<file path="config.mk">
export PLATFORM = sky130hd
export DESIGN_NAME = instruction_stream_predecoder
export DESIGN_NICKNAME = d
export VERILOG_FILES = /design/src/rtl/isp_pkg.sv /design/src/rtl/instruction_stream_predecoder.sv /design/src/rtl/isp_front.sv /design/src/rtl/isp_queue.sv /design/src/rtl/isp_back.sv
export SDC_FILE = /design/constraint.sdc
export NUM_CORES = 1
export LEC_CHECK = 0
export BUFFER_PORTS_ARGS = -buffer_cell sky130_fd_sc_hd__buf_2
export CELL_PAD_IN_SITES_DETAIL_PLACEMENT = 1
export CELL_PAD_IN_SITES_GLOBAL_PLACEMENT = 1
export CORE_AREA = 4 4 113 223
export DETAILED_ROUTE_END_ITERATION = 6
export DIE_AREA = 0 0 117 227
export HOLD_SLACK_MARGIN = 0.05
export PLACE_DENSITY_LB_ADDON = 0.05
export SLEW_MARGIN = 20
export SYNTH_ARGS = -nofsm -noshare
export SYNTH_HDL_FRONTEND = slang
export SYNTH_SLANG_ARGS = --single-unit
</file>
<file path="constraint.sdc">
create_clock -name clk -period 4.5 [get_ports clk]
set_clock_uncertainty 0.1 [all_clocks]
set_input_delay 0.225 -clock clk [delete_from_list [all_inputs] [get_ports clk]]
set_output_delay 0.225 -clock clk [all_outputs]
set_load 0.01 [all_outputs]
</file>
<file path="src/rtl/isp_pkg.sv">
// ----------------------------------------------------------------------------
// isp_pkg
// Shared types, codes and opcode classification for the 6809 predecoder.
// ----------------------------------------------------------------------------
`default_nettype none
package isp_pkg;

	localparam logic [1:0] PH_OP   = 2'd0;
	localparam logic [1:0] PH_POST = 2'd1;
	localparam logic [1:0] PH_OPER = 2'd2;

	localparam logic [4:0] M_INH    = 5'd0;
	localparam logic [4:0] M_DIR    = 5'd1;
	localparam logic [4:0] M_IMM8   = 5'd2;
	localparam logic [4:0] M_IMM16  = 5'd3;
	localparam logic [4:0] M_EXT    = 5'd4;
	localparam logic [4:0] M_REL8   = 5'd5;
	localparam logic [4:0] M_REL16  = 5'd6;
	localparam logic [4:0] M_RLIST  = 5'd7;
	localparam logic [4:0] M_RPAIR  = 5'd8;
	localparam logic [4:0] M_INC1   = 5'd9;
	localparam logic [4:0] M_INC2   = 5'd10;
	localparam logic [4:0] M_DEC1   = 5'd11;
	localparam logic [4:0] M_DEC2   = 5'd12;
	localparam logic [4:0] M_CONST  = 5'd13;
	localparam logic [4:0] M_AOFF   = 5'd14;
	localparam logic [4:0] M_BOFF   = 5'd15;
	localparam logic [4:0] M_DOFF   = 5'd16;
	localparam logic [4:0] M_PCREL  = 5'd17;
	localparam logic [4:0] M_BADIDX = 5'd18;
	localparam logic [4:0] M_EXTIND = 5'd19;
	localparam logic [4:0] M_IDX    = 5'd20;

	localparam int QDEPTH = 2;

	// raw instruction, target arithmetic still to do
	typedef struct packed {
		logic [1:0]  page;
		logic [7:0]  opcode;
		logic [4:0]  mode;
		logic [15:0] opnd;
		logic [7:0]  post;
		logic [15:0] nxt;
		logic        ill;
		logic        flow;
		logic [2:0]  len;
	} raw_t;

	typedef struct packed {
		logic [4:0] mode;
		logic [1:0] nb;
		logic       flow;
		logic       ill;
	} cls_t;

	function automatic cls_t classify(input logic [1:0] page, input logic [7:0] code);
		cls_t c;
		logic [3:0] hi;
		logic [3:0] lo;
		hi = code[7:4];
		lo = code[3:0];
		c = '{mode: M_INH, nb: 2'd0, flow: 1'b0, ill: 1'b0};
		case (hi)
			4'h0, 4'h4, 4'h5, 4'h6, 4'h7: begin
				c.flow = (lo == 4'hE);
				if (lo == 4'h1 || lo == 4'h2 || lo == 4'h5 || lo == 4'hB ||
					code == 8'h4E || code == 8'h5E) begin
					c.ill = 1'b1;
				end else if (hi == 4'h0) begin
					c.mode = M_DIR; c.nb = 2'd1;
				end else if (hi == 4'h6) begin
					c.mode = M_IDX;
				end else if (hi == 4'h7) begin
					c.mode = M_EXT; c.nb = 2'd2;
				end
			end
			4'h1: begin
				case (lo)
					4'h2, 4'h3, 4'h9, 4'hD: ;
					4'h6: begin c.flow = 1'b1; c.mode = M_REL16; c.nb = 2'd2; end
					4'h7: begin c.mode = M_REL16; c.nb = 2'd2; end
					4'hA, 4'hC: begin c.mode = M_IMM8; c.nb = 2'd1; end
					4'hE, 4'hF: begin c.mode = M_RPAIR; c.nb = 2'd1; end
					default: c.ill = 1'b1;
				endcase
			end
			4'h2: begin
				c.flow = (lo == 4'h0);
				if (page == 2'd1) begin
					c.mode = M_REL16; c.nb = 2'd2;
				end else begin
					c.mode = M_REL8; c.nb = 2'd1;
				end
			end
			4'h3: begin
				if (lo < 4'h4) c.mode = M_IDX;
				else if (lo < 4'h8) begin c.mode = M_RLIST; c.nb = 2'd1; end
				else if (lo == 4'h8 || lo == 4'hE) c.ill = 1'b1;
				else if (lo == 4'h9 || lo == 4'hB) c.flow = 1'b1;
				else if (lo == 4'hC) begin c.mode = M_IMM8; c.nb = 2'd1; end
				else if (lo == 4'hF) begin c.mode = M_DIR; c.nb = 2'd1; end
			end
			default: begin
				case (hi[1:0])
					2'd0: begin
						if (lo[2:0] == 3'd7) c.ill = 1'b1;
						else if (lo == 4'hD) begin
							if (hi[2]) c.ill = 1'b1;
							else begin c.mode = M_REL8; c.nb = 2'd1; end
						end else if (lo == 4'h3 || lo == 4'hC || lo == 4'hE) begin
							c.mode = M_IMM16; c.nb = 2'd2;
						end else begin
							c.mode = M_IMM8; c.nb = 2'd1;
						end
					end
					2'd1: begin c.mode = M_DIR; c.nb = 2'd1; end
					2'd2: c.mode = M_IDX;
					default: begin c.mode = M_EXT; c.nb = 2'd2; end
				endcase
			end
		endcase
		return c;
	endfunction

endpackage
`default_nettype wire

</file>
<file path="src/rtl/instruction_stream_predecoder.sv">
// ----------------------------------------------------------------------------
// instruction_stream_predecoder
// 6809 instruction predecoder: code bytes in, one record per instruction out.
// ----------------------------------------------------------------------------
// Input channel: code_byte and byte_addr, a transfer on valid_in && ready_in.
// Output channel: one record per finished instruction, a transfer on
// valid && ready.
// One code byte is taken every cycle while the queue is not full. A record is
// written into the queue on the transfer of its last byte and then moves into
// the output register once that register is empty or being taken.
// A two-entry queue sits between tracker and output register; when the
// receiver stalls the queue fills and ready_in drops only once it is full.
// Reset clears the tracker to expect an opcode and empties queue and output.
// ----------------------------------------------------------------------------
`default_nettype none
module instruction_stream_predecoder (
	input  wire logic        clk,
	input  wire logic        arst_n,
	input  wire logic        valid_in,
	output logic             ready_in,
	input  wire logic [7:0]  code_byte,
	input  wire logic [15:0] byte_addr,
	output logic             valid,
	input  wire logic        ready,
	output logic [1:0]       page,
	output logic [7:0]       opcode,
	output logic [4:0]       addr_mode,
	output logic [15:0]      operand,
	output logic [1:0]       index_reg,
	output logic             indirect,
	output logic             illegal,
	output logic             flow_break,
	output logic [2:0]       length
);
	import isp_pkg::*;

	raw_t f_raw;
	raw_t q_raw;
	logic f_vld;
	logic full;
	logic take;
	logic pop;
	logic nempty;

	assign ready_in = !full;
	assign take     = valid_in && ready_in;

	isp_front u_front (
		.clk, .arst_n, .code_byte, .byte_addr, .take,
		.raw(f_raw), .raw_valid(f_vld)
	);

	isp_queue u_queue (
		.clk, .arst_n, .push(take && f_vld), .din(f_raw), .full,
		.pop, .dout(q_raw), .nempty
	);

	isp_back u_back (
		.clk, .arst_n, .raw(q_raw), .raw_valid(nempty), .pop,
		.valid, .ready, .page, .opcode, .addr_mode, .operand, .index_reg,
		.indirect, .illegal, .flow_break, .length
	);

endmodule
`default_nettype wire

</file>
<file path="src/rtl/isp_front.sv">
// ----------------------------------------------------------------------------
// isp_front
// Byte tracker: prefix, opcode, postbyte and operand collection.
// ----------------------------------------------------------------------------
`default_nettype none
module isp_front (
	input  wire logic          clk,
	input  wire logic          arst_n,
	input  wire logic [7:0]    code_byte,
	input  wire logic [15:0]   byte_addr,
	input  wire logic          take,
	output isp_pkg::raw_t      raw,
	output logic               raw_valid
);
	import isp_pkg::*;

	logic [1:0]  phase_q;
	logic [1:0]  page_q;
	logic [7:0]  opc_q;
	logic [4:0]  mode_q;
	logic [15:0] acc_q;
	logic [1:0]  left_q;
	logic [2:0]  cnt_q;
	logic        flow_q;
	logic [7:0]  post_q;

	cls_t        cls;
	logic [2:0]  cnt_n;
	logic [15:0] acc_n;

	assign cls   = classify(page_q, code_byte);
	assign cnt_n = cnt_q + 3'd1;
	assign acc_n = {acc_q[7:0], code_byte};

	always_comb begin
		raw_valid = 1'b0;
		raw = '{page: page_q, opcode: opc_q, mode: M_INH, opnd: 16'd0, post: post_q,
			nxt: byte_addr + 16'd1, ill: 1'b0, flow: flow_q, len: cnt_n};
		unique case (phase_q)
			PH_POST: begin
				raw.post = code_byte;
				if (!code_byte[7]) begin
					raw_valid = 1'b1; raw.mode = M_CONST;
				end else begin
					case (code_byte[3:0])
						4'h0, 4'h1, 4'h2, 4'h3: begin
							raw_valid = 1'b1; raw.mode = M_INC1 + {3'd0, code_byte[1:0]};
						end
						4'h4: begin raw_valid = 1'b1; raw.mode = M_CONST; end
						4'h5: begin raw_valid = 1'b1; raw.mode = M_BOFF; end
						4'h6: begin raw_valid = 1'b1; raw.mode = M_AOFF; end
						4'hB: begin raw_valid = 1'b1; raw.mode = M_DOFF; end
						4'h8, 4'h9, 4'hC, 4'hD, 4'hF: ;
						default: begin
							raw_valid = 1'b1; raw.mode = M_BADIDX; raw.ill = 1'b1;
						end
					endcase
				end
			end
			PH_OPER: begin
				raw_valid = (left_q == 2'd1);
				raw.mode = mode_q;
				raw.opnd = acc_n;
			end
			default: begin
				raw.opcode = code_byte;
				raw.flow = cls.flow;
				if (!((code_byte == 8'h10 || code_byte == 8'h11) && page_q == 2'd0) &&
					cls.mode != M_IDX && (cls.ill || cls.nb == 2'd0)) begin
					raw_valid = 1'b1;
					raw.ill = cls.ill;
				end
			end
		endcase
	end

	always_ff @(posedge clk or negedge arst_n) begin
		if (!arst_n) begin
			phase_q <= PH_OP;
			page_q  <= 2'd0;
			opc_q   <= 8'd0;
			mode_q  <= M_INH;
			acc_q   <= 16'd0;
			left_q  <= 2'd0;
			cnt_q   <= 3'd0;
			flow_q  <= 1'b0;
			post_q  <= 8'd0;
		end else if (take) begin
			cnt_q <= cnt_n;
			unique case (phase_q)
				PH_POST: begin
					post_q <= code_byte;
					acc_q  <= 16'd0;
					phase_q <= PH_OPER;
					case (code_byte[3:0])
						4'h8: begin mode_q <= M_CONST; left_q <= 2'd1; end
						4'h9: begin mode_q <= M_CONST; left_q <= 2'd2; end
						4'hC: begin mode_q <= M_PCREL; left_q <= 2'd1; end
						4'hD: begin mode_q <= M_PCREL; left_q <= 2'd2; end
						4'hF: begin mode_q <= M_EXTIND; left_q <= 2'd2; end
						default: ;
					endcase
				end
				PH_OPER: begin
					acc_q  <= acc_n;
					left_q <= left_q - 2'd1;
				end
				default: begin
					if ((code_byte == 8'h10 || code_byte == 8'h11) && page_q == 2'd0) begin
						page_q <= code_byte[1:0] + 2'd1;
					end else begin
						opc_q  <= code_byte;
						flow_q <= cls.flow;
						if (cls.mode == M_IDX) begin
							phase_q <= PH_POST;
						end else if (!(cls.ill || cls.nb == 2'd0)) begin
							mode_q  <= cls.mode;
							left_q  <= cls.nb;
							acc_q   <= 16'd0;
							phase_q <= PH_OPER;
						end
					end
				end
			endcase
			if (raw_valid) begin
				phase_q <= PH_OP;
				page_q  <= 2'd0;
				cnt_q   <= 3'd0;
				left_q  <= 2'd0;
				flow_q  <= 1'b0;
			end
		end
	end

endmodule
`default_nettype wire

</file>
<file path="src/rtl/isp_queue.sv">
// ----------------------------------------------------------------------------
// isp_queue
// Two-entry queue between the byte tracker and the result formatter.
// ----------------------------------------------------------------------------
`default_nettype none
module isp_queue (
	input  wire logic          clk,
	input  wire logic          arst_n,
	input  wire logic          push,
	input  isp_pkg::raw_t      din,
	output logic               full,
	input  wire logic          pop,
	output isp_pkg::raw_t      dout,
	output logic               nempty
);
	import isp_pkg::*;

	raw_t       mem_q [QDEPTH];
	logic [0:0] wp_q;
	logic [0:0] rp_q;
	logic [1:0] cnt_q;

	assign full   = (cnt_q == 2'(QDEPTH));
	assign nempty = (cnt_q != 2'd0);
	assign dout   = mem_q[rp_q];

	always_ff @(posedge clk) begin
		if (push) mem_q[wp_q] <= din;
	end

	always_ff @(posedge clk or negedge arst_n) begin
		if (!arst_n) begin
			wp_q  <= 1'b0;
			rp_q  <= 1'b0;
			cnt_q <= 2'd0;
		end else begin
			if (push) wp_q <= wp_q + 1'b1;
			if (pop) rp_q <= rp_q + 1'b1;
			cnt_q <= cnt_q + {1'b0, push} - {1'b0, pop};
		end
	end

endmodule
`default_nettype wire

</file>
<file path="src/rtl/isp_back.sv">
// ----------------------------------------------------------------------------
// isp_back
// Result formatter: target arithmetic, flow flags, output register.
// ----------------------------------------------------------------------------
`default_nettype none
module isp_back (
	input  wire logic         clk,
	input  wire logic         arst_n,
	input  isp_pkg::raw_t     raw,
	input  wire logic         raw_valid,
	output logic              pop,
	output logic              valid,
	input  wire logic         ready,
	output logic [1:0]        page,
	output logic [7:0]        opcode,
	output logic [4:0]        addr_mode,
	output logic [15:0]       operand,
	output logic [1:0]        index_reg,
	output logic              indirect,
	output logic              illegal,
	output logic              flow_break,
	output logic [2:0]        length
);
	import isp_pkg::*;

	logic [4:0]  mode;
	logic [15:0] opnd;
	logic [15:0] s8;
	logic [1:0]  reg_n;
	logic        ind;
	logic        flow;

	assign pop = raw_valid && (!valid || ready);
	assign s8  = {{8{raw.opnd[7]}}, raw.opnd[7:0]};

	always_comb begin
		mode  = raw.mode;
		opnd  = raw.opnd;
		reg_n = 2'd0;
		ind   = 1'b0;
		flow  = raw.flow;
		case (raw.mode)
			M_REL8:  opnd = s8 + raw.nxt;
			M_REL16: opnd = raw.opnd + raw.nxt;
			M_RPAIR: begin
				if (raw.opnd[3:0] == 4'h5) flow = 1'b1;
				if (raw.opcode == 8'h1E && raw.opnd[7:4] == 4'h5) flow = 1'b1;
			end
			M_RLIST: begin
				if ((raw.opcode == 8'h35 || raw.opcode == 8'h37) && raw.opnd[7]) flow = 1'b1;
			end
			M_CONST: begin
				reg_n = raw.post[6:5];
				if (!raw.post[7]) begin
					opnd = {raw.post[4] ? 12'hFFF : 12'h000, raw.post[3:0]};
				end else begin
					ind = raw.post[4];
					if (raw.post[3:0] == 4'h8) opnd = s8;
					else if (raw.post[3:0] == 4'h4) opnd = 16'd0;
				end
			end
			M_INC1, M_INC2, M_DEC1, M_DEC2, M_AOFF, M_BOFF, M_DOFF: begin
				reg_n = raw.post[6:5];
				ind   = raw.post[4];
			end
			M_BADIDX: ind = raw.post[4];
			M_PCREL: begin
				opnd = (raw.post[3:0] == 4'hC ? s8 : raw.opnd) + raw.nxt;
				ind  = raw.post[4];
			end
			M_EXTIND: begin
				mode = M_EXT;
				ind  = raw.post[4];
			end
			default: ;
		endcase
	end

	always_ff @(posedge clk or negedge arst_n) begin
		if (!arst_n) begin
			valid <= 1'b0;
		end else if (!valid || ready) begin
			valid <= raw_valid;
		end
	end

	always_ff @(posedge clk) begin
		if (pop) begin
			page       <= raw.page;
			opcode     <= raw.opcode;
			addr_mode  <= mode;
			operand    <= opnd;
			index_reg  <= reg_n;
			indirect   <= ind;
			illegal    <= raw.ill;
			flow_break <= flow;
			length     <= raw.len;
		end
	end

endmodule
`default_nettype wire

</file>
==> reports/summary.log, run 1 <==
qor: synth.synth_seq_area_share 0.565
qor: drt.drc_violations 0
qor: grt.grt_first_pass_wirelength 47.4 mm
qor: synth.synthesis.instances 854
qor: sta.grt_setup_unrepaired false
qor: synth.yosysWarningCount 0
qor: drt.drt-pass1-iter-count 4
qor: job.drv_cap 0
qor: power_and_ir_drop.totalPowerFinal 8740 uW
qor: floorplan.rows 79
qor: placed_design.dp.final_hpwl 23.6 mm
qor: sta.report.final.hold_viol_count 0
qor: power_and_ir_drop.leakage 0.00478 uW
qor: layout.final_net_count 1032
qor: outcome.status finished clean
qor: min_path.worstHoldPathType primary input to register
qor: synth.syn_avg_cell_area 12.2 um2
qor: layout.drive_gt1_frac 0.255
qor: sta.final_min_period_over_clock_period 0.917
qor: power_and_ir_drop.vdd.ir_drop.worst 427 uV
qor: grt.number_of_antenna_violations_at_the_first_check_in_global_routing 0
qor: floorplan.fp.coreArea 23300 um2
qor: worst_setup_path.reg2reg_depth 17
qor: layout.largestRegisters u_queue.mem_q (120), u_back.operand (16)
qor: clocking.cts.repair_timing.setup_buffer_count 0
qor: floorplan.pin_count 69
qor: clocking.clock_latency 500 ps
qor: drt.routed_wl 30.9 mm
qor: sta.setup_viol_count_final 0
qor: synth.ys_async_sr_fraction 0.217
qor: worst_setup_path.timing.setup.critical_path_class register to register
qor: drt.via_count 7208
qor: floorplan.die_h 227 um
qor: worst_setup_path.cp_data_required_time 4640 ps
qor: sta.hold_ws 61.4 ps
qor: placed_design.routabilityCongestion 0.962
qor: grt.met2_usage 0.486
qor: sta.finalWorstPathRequiredPeriod 4130 ps
qor: grt.grt.met1_usage 0.233
qor: drt.post_drt_wl_per_cell 24.4 um
qor: synth.yosys_register_bits 203
qor: clocking.clock_sinks 203
qor: worst_setup_path.r2r_end u_back.operand[15]$_DFFE_PP_
qor: layout.growth_of_design_area_from_synthesis_to_finish 18.3%
qor: worst_setup_path.r2r_slack 370 ps
qor: clocking.cts_tree built
qor: worst_setup_path.cp_max_fo 46
qor: sta.worst_slew_margin_rel 0.238
qor: power_and_ir_drop.pwr_density_cell 711 nW/um2
qor: worst_setup_path.critical_path.endpoint u_back.operand[15]$_DFFE_PP_
qor: clocking.clock_tree.buffer_depth 3
qor: clocking.cts-root-buf clkbuf_16
qor: clocking.clock_tree.htree_level_count 1
qor: worst_setup_path.setup.worst_path.start u_queue.rp_q$_DFFE_PN0P_
qor: worst_setup_path.setup.worst_path.start_class register
qor: clocking.cts_made_buffers 20
qor: floorplan.die-area 26600 um2
qor: grt.grt_start_max_net_pins 47
qor: grt.grt-ovfl-total 0
qor: sta.final.setup.tns 0 ps
qor: grt.grtUsageTotal 0.240
qor: synth.synth-edff-count 159
qor: synth.postSynthNetCount 913
qor: layout.largest_register_ffs 120
qor: synth.postSynth.topFlopCell edfxtp_1
qor: grt.globalRoute.busiestLayer met2
qor: placed_design.io_buffer_count 68
qor: min_path.holdCritStartpoint code_byte[5]
qor: sta.max_freq 242 MHz
qor: synth.cell_area_after_synthesis 10400 um2
qor: worst_setup_path.cp-end-kind register
qor: clocking.path_clk_slew 60 ps
qor: layout.num-fill-cells 2419
qor: grt.number_of_global_route_vias_before_repair 8039
qor: layout.top_register u_queue.mem_q
qor: sta.transition_time_at_the_pin_with_the_least_slew_margin 1130 ps
qor: layout.antenna_cells_inserted 0
qor: floorplan.dieWidth 117 um
qor: clocking.cts.repair.resized 0
qor: clocking.cts_hold_buffers 20
qor: worst_setup_path.timing.rr.start u_queue.rp_q$_DFFE_PN0P_
qor: synth.yosys.cell_types.count 77
qor: worst_setup_path.cp.arrival 4260 ps
qor: drt.via_density 5.68
qor: drt.drt_iter0_drc 374
qor: drt.antenna_violating_nets_post_route 0
qor: floorplan.start_util 0.446
qor: grt.groute.layer.met3.usage 0.0197
qor: sta.final-max-slew-violation-count 0
==> routing by layer <==
layer / wire (um) / share of wire
met5: 0 / 0
met4: 1470 / 0.047
met3: 543 / 0.018
met2: 18700 / 0.61
met1: 10200 / 0.33
==> cell type report <==
class / count / area, um2 / share of cell area
inverters: 39 / 146 / 0.0119
well taps: 283 / 354 / 0.0288
multi-input cells: 577 / 4250 / 0.346
clock inverters: 12 / 181 / 0.0147
clock buffers: 24 / 557 / 0.0452
flip-flops and latches: 203 / 5880 / 0.478
repair buffers: 132 / 936 / 0.0761
==> through the flow <==
stage / setup slack [ps] / cell area (um2) / std cells / util
2_1_floorplan: 102 / 10400 / 854 / -
3_3_place_gp: 420 / 11400 / 1214 / 0.487
3_5_place_dp: 362 / 11400 / 1214 / 0.487
4_1_cts: 340 / 12300 / 1270 / 0.527
5_1_grt: 58.6 / 12300 / 1270 / 0.528
6_report: 374 / 12300 / 1270 / 0.528
==> critical path, cell delays in order, from the launching register on <==
cell	delay (ps)
dfrtp_2	480
buf_12	270
nor3_1	110
a21oi_1	290
nor2_1	110
nand2_1	90
a21oi_1	70
nor2_1	350
nand2_1	90
a21oi_1	180
ha_1	330
and3_1	230
a31oi_1	320
a21oi_1	190
a211oi_1	250
o21bai_1	130
xnor2_1	140
o21ai_0	90
==> synth_stat cells, types with 4 or more instances <==
library cell / count / area, um2
edfxtp_1: 159 / 4770
mux2_2: 74 / 833
nand2_1: 69 / 259
nor2_1: 53 / 199
a21oi_1: 49 / 245
dfrtp_1: 44 / 1100
inv_1: 39 / 146
o21ai_0: 38 / 190
ha_1: 30 / 375
nand3_1: 26 / 130
mux2i_1: 24 / 240
and2_1: 21 / 131
clkbuf_1: 18 / 67.6
nor3_1: 18 / 90.1
xnor2_1: 17 / 149
xor2_1: 17 / 149
buf_2: 11 / 55.1
mux2_4: 11 / 165
o211ai_1: 9 / 67.6
and3_1: 8 / 50.1
a31oi_1: 7 / 43.8
a21o_1: 6 / 45.0
nand2b_1: 6 / 37.5
nor2b_1: 5 / 31.3
a211oi_1: 4 / 30.0
a221o_1: 4 / 40.0
buf_1: 4 / 15.0
nor4_1: 4 / 25.0
o21a_1: 4 / 30.0
o221ai_1: 4 / 35.0
o22ai_1: 4 / 25.0
or2_2: 4 / 25.0
==> kinds of logic after synthesis <==
family / after synthesis / synth area share
fa+ha+maj: 31 / 0.0380
buf+inv: 74 / 0.0291
simple gates: 228 / 0.107
mux: 109 / 0.119
compound gates: 175 / 0.114
flops: 203 / 0.565
xor+xnor: 34 / 0.0286
==> report_power, final <==
group,switching [uW],internal [uW]
logic,2230,1570
registers,222,2850
clock network,703,1170
total,3160,5590
==> placed cells by master, fill, tap and decap left out, drive strengths merged, types with 5 or more instances in the layout <==
cell type | netlist | layout
nand3 | 26 | 26
edfxtp | 159 | 159
o211ai | 9 | 9
mux2i | 24 | 24
mux2 | 85 | 85
nand2b | 6 | 6
clkinv | 0 | 6
nand2 | 70 | 70
clkbuf | 18 | 24
dfrtp | 44 | 44
dlygate4sd3 | 0 | 20
buf | 17 | 112
o21ai | 41 | 41
and3 | 8 | 8
xor2 | 17 | 17
inv | 39 | 39
and2 | 21 | 21
bufinv | 0 | 5
a21o | 6 | 6
nor3 | 20 | 20
a21oi | 49 | 49
ha | 30 | 30
xnor2 | 17 | 17
a31oi | 7 | 7
nor2 | 53 | 53
nor2b | 5 | 5
==> worst min-delay path by stage <==
stage | to | slack (ps) | cells past startpoint
3_5_place_dp | u_back.valid$_DFFE_PN0N_ | 340 | 2
5_1_grt | u_front.opc_q[5]$_DFFE_PN0P_ | 100 | 2
6_report | u_front.opc_q[5]$_DFFE_PN0P_ | 60 | 2
2_1_floorplan | u_back.valid$_DFFE_PN0N_ | -170 | 0
3_3_place_gp | u_back.valid$_DFFE_PN0N_ | 330 | 2
4_1_cts | u_front.opc_q[5]$_DFFE_PN0P_ | 50 | 2
Power figures use the tool's default switching activity.
==> run 2, diff against run 1 <==
--- a/config.mk
+++ b/config.mk
@@ -13,6 +13,7 @@
 export DIE_AREA = 0 0 117 227
 export HOLD_SLACK_MARGIN = 0.05
 export PLACE_DENSITY_LB_ADDON = 0.05
+export RECOVER_POWER = 100
 export SLEW_MARGIN = 20
 export SYNTH_ARGS = -nofsm -noshare
 export SYNTH_HDL_FRONTEND = slang
==> run 2 against run 1 <==
Against the previous run:
- the run now ends with max-capacitance violations, max-slew violations left
- wire length shrank 0.11%
- worst hold slack better by 5.7 ps
- worst setup slack got worse by 76 ps
==> reports/summary.log, run 2 (synthesized netlist as in run 1, its figures left out) <==
qor: drt.antenna_violating_nets_post_route 0
qor: layout.drive_gt1_frac 0.148
qor: worst_setup_path.setup.worst_path.start_class primary input
qor: floorplan.start_util 0.446
qor: worst_setup_path.cp_max_fo 13
qor: min_path.holdCritStartpoint code_byte[5]
qor: layout.layout_commonest_cell edfxtp_1
qor: clocking.clock_sinks 203
qor: worst_setup_path.timing.critical_path.max_delay_family buffers and inverters
qor: drt.via_density 5.72
qor: worst_setup_path.r2r_end u_back.operand[15]$_DFFE_PP_
qor: grt.number_of_global_route_vias_before_repair 8039
qor: worst_setup_path.cp-end-kind register
qor: worst_setup_path.worst_path_most_repeated_cell clkbuf_1
qor: grt.grt_first_pass_wirelength 47.4 mm
qor: drt.drt_iter0_drc 341
qor: power_and_ir_drop.pwr_density_cell 706 nW/um2
qor: clocking.cts_tree built
qor: sta.report.final.hold_viol_count 0
qor: floorplan.pin_count 69
qor: min_path.worstHoldPathType primary input to register
qor: drt.drt-pass1-iter-count 5
qor: sta.worst_slew_margin_rel -0.673
qor: worst_setup_path.setup.worst_path.start code_byte[4]
qor: power_and_ir_drop.leakage 0.00454 uW
qor: worst_setup_path.cp_data_required_time 4560 ps
qor: layout.num-fill-cells 2460
qor: sta.postLayoutSetupSlackWorst 298 ps
qor: outcome.status finished with violations
qor: clocking.cts_made_buffers 20
qor: layout.mostFrequentLayoutCells 159 x edfxtp_1, 69 x nand2_1, 64 x clkbuf_1
qor: grt.grtUsageTotal 0.240
qor: sta.final-max-slew-violation-count 78
qor: outcome.violations max-capacitance violations, max-slew violations
qor: sta.transition_time_at_the_pin_with_the_least_slew_margin 2510 ps
qor: clocking.cts.repair_timing.setup_buffer_count 0
qor: worst_setup_path.timing.rr.start u_queue.rp_q$_DFFE_PN0P_
qor: layout.antenna_cells_inserted 0
qor: clocking.path_clk_slew 60 ps
qor: floorplan.die_h 227 um
qor: layout.largestRegisters u_queue.mem_q (120), u_back.operand (16)
qor: sta.final_min_period_over_clock_period 0.934
qor: sta.finalWorstPathRequiredPeriod 4200 ps
qor: worst_setup_path.reg2reg_depth 17
qor: min_path.worst_hold_path.num_cells 2
qor: sta.final.setup.tns 0 ps
qor: clocking.clock_tree.buffer_depth 3
qor: placed_design.routabilityCongestion 0.962
qor: worst_setup_path.path_cells dlygate4sd3_1, clkbuf_1, inv_1, ha_1, nor2_1, a21o_1, o221a_2, a311o_1, o21bai_1, a32oi_1, buf_4, clkbuf_1, nor2_2, clkbuf_2
qor: sta.max_freq 238 MHz
qor: worst_setup_path.crit_path_max_incr_delay 530 ps
qor: grt.grt-ovfl-total 0
qor: min_path.hold_ep u_front.opc_q[5]$_DFFE_PN0P_
qor: placed_design.dp.final_hpwl 23.6 mm
qor: floorplan.rows 79
qor: placed_design.io_buffer_count 68
qor: layout.growth_of_design_area_from_synthesis_to_finish 16.0%
qor: layout.final_core_utilization 0.517
qor: clocking.clock_latency 500 ps
qor: drt.post_drt_wl_per_cell 24.3 um
qor: drt.drc_violations 0
qor: layout.final_net_count 1032
qor: grt.grt_start_max_net_pins 47
qor: sta.grt_setup_unrepaired false
qor: worst_setup_path.cp.arrival 4270 ps
qor: placed_design.dp_slack 362 ps
qor: job.drv_cap 2
qor: clocking.clock_tree.htree_level_count 1
qor: floorplan.dieWidth 117 um
qor: worst_setup_path.cp_num_buf_inv 6
qor: worst_setup_path.cpMaxStageDelayCell dlygate4sd3_1
qor: clocking.cts-root-buf clkbuf_16
qor: drt.via_count 7259
qor: worst_setup_path.timing.setup.critical_path_class primary input to register
qor: grt.number_of_antenna_violations_at_the_first_check_in_global_routing 0
qor: drt.routed_wl 30.9 mm
qor: floorplan.fp.coreArea 23300 um2
qor: clocking.cts.repair.resized 0
qor: sta.setup_viol_count_final 0
qor: power_and_ir_drop.vdd.ir_drop.worst 404 uV
qor: layout.top_register u_queue.mem_q
qor: floorplan.die-area 26600 um2
qor: worst_setup_path.r2r_slack 370 ps
qor: layout.largest_register_ffs 120
## run 2: cell count changes in the layout (fill, tap and decap cells not counted), sizes merged
cell    delta
buf       -65
clkbuf    +65
## run 2: how the worst max path moves through the flow
stage | end | slack, ps | depth (start not counted)
after global placement | u_back.operand[15]$_DFFE_PP_ | 420 | 15
after global routing | u_back.operand[15]$_DFFE_PP_ | 60 | 15
after CTS | u_back.operand[13]$_DFFE_PP_ | 340 | 17
final | u_queue.mem_q[0][6]$_DFFE_PP_ | 300 | 14
after floorplan | u_back.operand[14]$_DFFE_PP_ | 100 | 17
after detailed placement | u_back.operand[13]$_DFFE_PP_ | 360 | 17
## run 2: metal layers
layer | routed length, um | share of wire | GRT usage | vias up
met5 | 0 | 0 | 0 | -
met4 | 1540 | 0.050 | 0.110 | 0
met3 | 564 | 0.018 | 0.0197 | 61
met2 | 18700 | 0.60 | 0.486 | 110
met1 | 10200 | 0.33 | 0.233 | 3671
li1 | - | - | - | 3417
## run 2: through the flow
stage | cells | power (uW) | cell area, um2 | hold WS [ps]
floorplan | 854 | 5600 | 10400 | -171
finish | 1270 | 8520 | 12100 | 67.0
CTS | 1270 | 8840 | 12300 | 50.3
global placement | 1214 | 6720 | 11400 | 327
global route | 1270 | 9060 | 12100 | 100
detailed placement | 1214 | 6900 | 11400 | 337
## run 2: repair_timing
action / 4_1_cts / 5_1_grt
endpoints found under the hold margin: 79 / 0
hold buffers: 20 / 0
setup endpoints to repair: 0 / 0
## run 2: final cells by class
cell class	instances	area (um2)	share of cell area
clock buffer	24	557	0.0461
clock inverter	12	181	0.0150
inverter	39	146	0.0121
multi-input combinational	577	4160	0.345
sequential	203	5880	0.487
tap	283	354	0.0293
timing repair buffer	132	792	0.0656
## run 2: power breakdown
part | total [uW] | switching [uW] | internal [uW]
Sequential | 3070 | 219 | 2860
Clock | 1870 | 702 | 1170
Combinational | 3580 | 2210 | 1370
==> run 3, diff against run 2 <==
==> constraint.sdc (replaced) <==
create_clock -name clk -period 4.5 [get_ports clk]
set_clock_uncertainty 0.1 [all_clocks]
set_input_delay 0.9 -clock clk [delete_from_list [all_inputs] [get_ports clk]]
set_output_delay 0.9 -clock clk [all_outputs]
set_load 0.01 [all_outputs]
==> run 3 against run 2 <==
Against the previous run:
- the flow still finishes with violations (max-capacitance violations, max-slew violations)
- die area did not move
- critical path type is now register to register
- non-clock buffer count fell by 9
- worst hold slack improved by 330 ps
- worst setup slack improved by 31 ps
- core utilization fell by 1.1 points
- register-to-register slack got worse by 40 ps
- highest routed layer unchanged
==> reports/summary.log, run 3 (synthesized netlist as in run 1, its figures left out) <==
qor: outcome.status finished with violations
qor: outcome.violations max-capacitance violations, max-slew violations
qor: worst_setup_path.timing.setup.critical_path_class register to register
qor: placed_design.io_buffer_count 68
qor: clocking.clock_tree.buffer_depth 3
qor: grt.grt_start_max_net_pins 42
qor: layout.antenna_cells_inserted 0
qor: worst_setup_path.cp.arrival 4290 ps
qor: power_and_ir_drop.leakage 0.00445 uW
qor: layout.final_core_utilization 0.506
qor: power_and_ir_drop.power.share.clock 0.185
qor: min_path.worstHoldPathType register to register
qor: worst_setup_path.reg2reg_depth 18
qor: power_and_ir_drop.vdd.ir_drop.worst 258 uV
qor: sta.report.final.hold_viol_count 0
qor: drt.post_drt_wl_per_cell 25.8 um
qor: layout.growth_of_design_area_from_synthesis_to_finish 13.5%
qor: power_and_ir_drop.power.share.switching 0.383
qor: floorplan.dieWidth 117 um
qor: floorplan.die_h 227 um
qor: drt.via_count 7389
qor: layout.drive_gt1_frac 0.176
qor: sta.setup_viol_count_final 0
qor: grt.number_of_antenna_violations_at_the_first_check_in_global_routing 0
qor: clocking.cts_hold_buffers 0
qor: clocking.clock_sinks 203
qor: power_and_ir_drop.pwr_density_cell 703 nW/um2
qor: worst_setup_path.r2r_slack 330 ps
qor: clocking.path_clk_slew 70 ps
qor: clocking.cts-root-buf clkbuf_16
qor: layout.largest_register_ffs 120
qor: layout.largestRegisters u_queue.mem_q (120), u_back.operand (16)
qor: grt.grt_first_pass_wirelength 49.0 mm
qor: floorplan.fp.coreArea 23300 um2
qor: grt.number_of_global_route_vias_before_repair 8194
qor: floorplan.die-area 26600 um2
qor: sta.grt_setup_unrepaired false
qor: placed_design.dp.final_hpwl 25.3 mm
qor: clocking.cts_made_buffers 18
qor: sta.max_freq 240 MHz
qor: layout.final_net_count 1021
qor: floorplan.rows 79
qor: sta.final.setup.tns 0 ps
qor: min_path.worst_hold_path.num_cells 1
qor: drt.routed_wl 32.4 mm
qor: sta.final_min_period_over_clock_period 0.927
qor: clocking.cts_tree built
qor: worst_setup_path.cp-end-kind register
qor: grt.grt-ovfl-total 0
qor: worst_setup_path.cp_max_fo 25
qor: power_and_ir_drop.totalPowerFinal 8310 uW
qor: drt.drc_violations 0
qor: job.drv_cap 2
qor: sta.transition_time_at_the_pin_with_the_least_slew_margin 2520 ps
qor: placed_design.routabilityCongestion 0.894
qor: sta.worst_slew_margin_rel -0.677
qor: power_and_ir_drop.net-switching-power 3180 uW
qor: clocking.clock_latency 490 ps
qor: power_and_ir_drop.power_report.internal_total 5130 uW
qor: layout.mostFrequentLayoutCells 159 x edfxtp_1, 69 x nand2_1, 59 x clkbuf_1
qor: layout.top_register u_queue.mem_q
qor: drt.drt-pass1-iter-count 4
qor: sta.finalWorstPathRequiredPeriod 4170 ps
qor: worst_setup_path.cp_data_required_time 4620 ps
qor: clocking.clock_tree.htree_level_count 1
qor: power_and_ir_drop.pwr-share-seq 0.372
qor: drt.antenna_violating_nets_post_route 0
qor: layout.layout_commonest_cell edfxtp_1
qor: floorplan.start_util 0.446
qor: worst_setup_path.setup.worst_path.start_class register
qor: drt.via_density 5.88
qor: grt.grtUsageTotal 0.250
qor: power_and_ir_drop.combPwrFrac 0.443
qor: floorplan.pin_count 69
qor: drt.drt_iter0_drc 346
qor: sta.final-max-slew-violation-count 68
==> run 3: cell count changes in the layout (fill, tap and decap cells not counted), sizes merged <==
cell	delta
dlygate4sd3	-20
buf	+19
clkbuf	-8
bufinv	-4
clkinv	-1
inv	+1
==> run 3: repair_timing <==
action | 4_1_cts | 5_1_grt
buffers inserted | 0 | 4
endpoints found under the hold margin | 0 | 0
resized for setup | 0 | 1
endpoints found under the setup margin | 0 | 3
==> run 3: stage by stage <==
step	worst slack, ps	area, um2	hold slack (ps)	instances
floorplan	102	10400	343	854
global placement	160	11400	358	1221
detailed placement	71.2	11400	390	1221
CTS	108	12000	289	1253
global route	56.5	11800	425	1257
finish	329	11800	396	1257
==> run 3: power groups by stage <==
stage          logic (uW)  clock network, uW  registers, uW
2_1_floorplan        2460                  0           3140
3_3_place_gp         3710                  0           3080
3_5_place_dp         3870                  0           3130
4_1_cts              3910               1580           3090
5_1_grt              4030               1640           3150
6_report             3680               1540           3090
==> run 3: critical path: stages, from the launching register on <==
cell     delay (ps)
dfrtp_2         480
buf_4           180
buf_4           320
a31oi_1         190
nor2_1          170
nand2_1          80
a21oi_1         170
nor2_1           60
buf_4           180
nand2_1          60
a21oi_1         100
ha_1            370
and3_1          210
a31oi_1         350
a21oi_1         220
a21o_1          220
a21oi_1         160
xor2_1          160
o21ai_0          90
==> run 3: per-layer routing <==
layer	GRT usage	wire length, um	up-vias
met5	0	0	-
met1	0.217	9810	3781
li1	-	-	3393
met2	0.512	19600	132
met3	0.0205	596	83
met4	0.158	2470	0
==> run 3: final timing paths <==
kind	startpoint	to
worst max-delay path	u_queue.rp_q$_DFFE_PN0P_	u_back.operand[13]$_DFFE_PP_
worst min-delay path	u_front.mode_q[3]$_DFFE_PN0P_	u_front.mode_q[3]$_DFFE_PN0P_
worst max register to register	u_queue.rp_q$_DFFE_PN0P_	u_back.operand[13]$_DFFE_PP_
worst min register to register	u_front.mode_q[3]$_DFFE_PN0P_	u_front.mode_q[3]$_DFFE_PN0P_
max in group asynchronous	arst_n	u_front.cnt_q[1]$_DFFE_PN0P_
min in group asynchronous	arst_n	u_front.opc_q[5]$_DFFE_PN0P_
==> run 3: cell type report <==
cell class / instances / area, um2
clock buffer: 24 / 504
clock inverter: 8 / 70.1
fill: 2535 / 11500
inverter: 39 / 146
multi-input combinational: 577 / 4190
sequential: 203 / 5880
tap: 283 / 354
timing repair buffer: 123 / 677
